## config.mk

```make
export PLATFORM = sky130hd
export DESIGN_NAME = tcw_ctrl
export DESIGN_NICKNAME = d
export VERILOG_FILES = /design/src/rtl/text_console_writer_defines.svh /design/src/rtl/tcw_pkg.sv /design/src/rtl/tcw_ctrl.sv
export SDC_FILE = /design/constraint.sdc
export NUM_CORES = 1
export LEC_CHECK = 0
export ABC_AREA = 1
export BUFFER_PORTS_ARGS = -buffer_cell sky130_fd_sc_hd__buf_2
export CAP_MARGIN = 40
export CORE_AREA = 2 2 39 41
export CTS_CLUSTER_DIAMETER = 60
export DETAILED_ROUTE_END_ITERATION = 6
export DIE_AREA = 0 0 41 43
export HOLD_SLACK_MARGIN = 0.08
export PLACE_DENSITY = 0.56
export SLEW_MARGIN = 20
export SYNTH_ARGS = -nofsm -noshare
export SYNTH_HDL_FRONTEND = slang
export SYNTH_SLANG_ARGS = --single-unit
```

## constraint.sdc

```tcl
create_clock -name clk -period 1.6 [get_ports clk]
set_clock_uncertainty 0.15 [all_clocks]
set_input_delay 0.32 -clock clk [delete_from_list [all_inputs] [get_ports clk]]
set_output_delay 0.32 -clock clk [all_outputs]
set_load 0.01 [all_outputs]
```

## src/rtl/text_console_writer_defines.svh

```systemverilog
// Assertion macros for the text console writer.
// Used by the top level; expects clk and rst in scope where expanded.
`ifndef TEXT_CONSOLE_WRITER_DEFINES_SVH
`define TEXT_CONSOLE_WRITER_DEFINES_SVH

// Same-cycle implication, disabled during reset.
`define TCW_ASSERT_NOW(label, cond, prop) \
  label: assert property (@(posedge clk) disable iff (rst) (cond) |-> (prop)) \
    else $error("text console writer: same-cycle check failed");

// Next-cycle implication, disabled during reset.
`define TCW_ASSERT_NEXT(label, cond, prop) \
  label: assert property (@(posedge clk) disable iff (rst) (cond) |=> (prop)) \
    else $error("text console writer: next-cycle check failed");

`endif

```

## src/rtl/tcw_pkg.sv

```systemverilog
// Shared types and codes of the text console writer.
// No dependencies; imported by the controller, datapath and top level.
package tcw_pkg;

  localparam logic [1:0] OP_PUT   = 2'd0;
  localparam logic [1:0] OP_CLEAR = 2'd1;
  localparam logic [1:0] OP_READ  = 2'd2;

  localparam logic [7:0] NEWLINE_CODE = 8'd10;
  localparam logic [7:0] SPACE_CODE   = 8'h20;

  typedef enum logic [2:0] {
    ST_INIT,
    ST_IDLE,
    ST_COPY,
    ST_BLANK,
    ST_CLEAR,
    ST_DONE
  } state_t;

  typedef struct packed {
    logic accept;
    logic cnt_clear;
    logic cnt_inc;
    logic fill;
    logic copy;
    logic load_out;
  } cmd_t;

  typedef struct packed {
    logic start_scroll;
    logic start_clear;
    logic cnt_at_row;
    logic cnt_at_end;
    logic out_busy;
  } sts_t;

endpackage

```

## src/rtl/tcw_ctrl.sv

```systemverilog
// Controller of the text console writer: sequences the reset fill, accept, scroll, clear and result.
// Depends on tcw_pkg.
module tcw_ctrl (
  input  logic          clk,
  input  logic          rst,
  input  logic          in_valid,
  input  tcw_pkg::sts_t sts,
  output logic          in_ready,
  output tcw_pkg::cmd_t cmd
);
  import tcw_pkg::*;

  state_t state;
  state_t state_next;

  always_ff @(posedge clk) begin
    if (rst) begin
      state <= ST_INIT;
    end else begin
      state <= state_next;
    end
  end

  always_comb begin
    state_next = state;
    unique case (state)
      ST_INIT:  if (sts.cnt_at_end) state_next = ST_IDLE;
      ST_IDLE: begin
        if (in_valid) begin
          if (sts.start_scroll) begin
            state_next = ST_COPY;
          end else if (sts.start_clear) begin
            state_next = ST_CLEAR;
          end else begin
            state_next = ST_DONE;
          end
        end
      end
      ST_COPY:  if (sts.cnt_at_row) state_next = ST_BLANK;
      ST_BLANK: if (sts.cnt_at_end) state_next = ST_DONE;
      ST_CLEAR: if (sts.cnt_at_end) state_next = ST_DONE;
      ST_DONE:  if (!sts.out_busy) state_next = ST_IDLE;
      default:  state_next = ST_INIT;
    endcase
  end

  always_comb begin
    in_ready = 1'b0;
    cmd      = '0;
    unique case (state)
      ST_INIT, ST_BLANK, ST_CLEAR: begin
        cmd.fill    = 1'b1;
        cmd.cnt_inc = 1'b1;
      end
      ST_IDLE: begin
        in_ready      = 1'b1;
        cmd.accept    = in_valid;
        cmd.cnt_clear = in_valid;
      end
      ST_COPY: begin
        cmd.copy    = 1'b1;
        cmd.cnt_inc = !sts.cnt_at_row;
      end
      ST_DONE: begin
        cmd.load_out = !sts.out_busy;
      end
      default: begin
        cmd = '0;
      end
    endcase
  end

endmodule

```

==> qor.yml <==
status: "finished clean"
dieArea_sq_mm: 0.00176
end_kind: "output pin"
wl_per_cell_um: 7.69
clkSinkCount: 3
setup_viol: 0
clk_pin_slew_ns: 0.03
fin_crit_ns: 1.56
top_register: "state"
syn_area_per_cell_sq_um: 5.44
synth_xor_area_frac: 0
synth_nets: 65
vias: 382
cts_made_buffers: 3
insertion_delay_ns: 0.23
cp-start-kind: "register"
synth_commonest_cells: "nand2_1, inv_1, nor2_1"
grt.overflow.total: 0
r2r_cells: 8
drc: 0
synthMuxAreaShare: 0
die_width_um: 41
start_util: 0.224
powerDensity_mw_per_mm2: 1980
path_cells: "inv_4, nor3_4, nand2_2, nand2_1, buf_2"
synth_compound_gate_area_share: 0.0444
holdPathEnd: "state[2]$_SDFFE_PP0P_"
worstPathMaxFanout: 5
rows: 14
r2r_start: "state[1]$_SDFFE_PP0P_"
first_pass_iters: 3
synth_fa_ha_area_frac: 0
seq_area_frac_synth: 0.194
ys_seq_elements: 3
ctsHoldBuffers: 0
finalMaxSlewViolations: 0
synthTopCellsByArea: "dfxtp_1, nand2_1, inv_1"
worstReg2RegEnd: "state[1]$_SDFFE_PP0P_"
core_area_sq_mm: 0.00138
synth_edf_count: 0
drv_cap: 0
grt_pass1_vias: 312
min-delay-start: "rst"
async_flop_share: 0
worstHoldPathType: "input port to register"
r2r_slack_ns: 0.29
cts_root_buf: "clkbuf_4"
netlist_area_sq_um: 310
fmax_ghz: 0.643
finish.instance_area_sq_um: 485
setup_ws_ns: 0.0448
port_buffers: 14
synth_cell_types: 14
clk_path_buf_depth: 2
syn_inst: 57
nets: 88
ir_drop_v: 0.000752
grt_max_degree: 7
slowest_delay_ns: 0.36
antenna_found_initial: 0
largest_reg_flops: 3
rsz0062_at_grt: "true"
leakagePower_nw: 0.304
min_path_cells: 4
slowest_stage: "dfxtp_4"
critical_path_class: "register to output pin"
slew_headroom: 0.875
grt_use_total: 0.0954
tightest_slew_ns: 0.187
ioPinCount: 15
post-route-period-util: 0.972
cp.arrival_ns: 1.09
ant_nets: 0
final_layout_size_suffix_gt1_frac: 0.456
htree_levels: 1
yosys_warnings: 0
synth_top_family_by_area: "simple AND/OR/NAND/NOR gates"
drt_iter0_drc: 2
regArea_sq_um: 68.8
num_antenna_cells: 0
fp.dieH_um: 43
cts_tree: "done"
place_congestion: 0.694
yosysTopAreaCellShare: 0.194
drt_wl_total_um: 731
synth_area_leader_cell: "dfxtp_1"
top_regs: "state: 3 flops"
place_area_sq_um: 393
hold_viol: 0
yosys.area_share.simple: 0.556
grt_pass1_wl_um: 1080
hold_slack_ns: 0.187
n_fill_cell: 164
hpwl_um: 587
pre_cts_slack_ns: 0.103
synth_ff_type: "dfxtp_1"
syn2layout_area_growth_pct: 56.5
synth.most_common_cell: "nand2_1"
vias_per_cell: 4.02
multi_input_area_sq_um: 198
critPathRequiredTime_ns: 1.13
==> through the flow <==
step,power [mW],setup TNS (ns),utilization,std cells
floorplan,0.555,0,-,57
global placement,0.703,0,0.284,86
detailed placement,0.701,0,0.284,86
CTS,0.895,0,0.324,92
global route,1.06,-0.0250,0.351,95
finish,0.963,0,0.351,95
==> worst max-delay path: cells and delay by family, from the launching register on <==
family	cells	cell delay, ns
buffers and inverters	2	0.17
DFF	1	0.36
and+or+nand+nor	3	0.32
==> cell usage in the layout (no fill, tap or decap), drive strengths merged <==
master,netlist,routed
buf,1,19
nand3,5,5
a21oi,1,1
nand4,2,2
nor2,13,13
inv,15,15
nand2,15,15
clkbuf,0,4
nor3,1,1
o21ai,1,1
dfxtp,3,3
==> power breakdown <==
part	internal (mW)	leakage [nW]	switching (mW)
registers	0.129	0.0264	0.0672
logic	0.282	0.263	0.354
clock network	0.0933	0.0150	0.0370
==> layout make-up <==
cell class / instances / area share
Inverter: 15 / 0.121
Clock buffer: 4 / 0.0541
Sequential cell: 3 / 0.142
Tap cell: 16 / 0.0412
Timing Repair Buffer: 19 / 0.235
Multi-Input combinational cell: 38 / 0.407
==> metal layers <==
| metal | vias to the layer above | routed length [um] | GRT usage |
|---|---|---|---|
| li1 | 210 | - | - |
| met1 | 159 | 317 | 0.0900 |
| met2 | 11 | 352 | 0.153 |
| met3 | 2 | 45 | 0.0157 |
| met4 | 0 | 15 | 0.100 |
| met5 | - | 0 | 0 |
==> kinds of logic after synthesis <==
kind of cell    Yosys count
buf+inv                  16
simple gates             36
compound gates            2
flops                     3
==> worst max-delay path by stage <==
stage | to | slack (ns) | start | cells past startpoint
2_1_floorplan | cmd[3] | 0.16 | state[1]$_SDFFE_PP0P_ | 4
3_3_place_gp | cmd[3] | 0.18 | state[1]$_SDFFE_PP0P_ | 5
3_5_place_dp | cmd[3] | 0.10 | state[1]$_SDFFE_PP0P_ | 5
4_1_cts | cmd[3] | 0.01 | state[0]$_SDFFE_PP0P_ | 5
5_1_grt | cmd[3] | -0.03 | state[1]$_SDFFE_PP0P_ | 5
6_report | cmd[3] | 0.04 | state[1]$_SDFFE_PP0P_ | 5
==> what timing repair did <==
action                                  in CTS  in global routing
pin swaps                                    2                  2
endpoints found under the setup margin       1                  5
setup buffers                                2                  3
gates resized for setup                      5                  5
endpoints found under the hold margin        0                  0
Note: power is estimated with default switching activity, not from simulation.
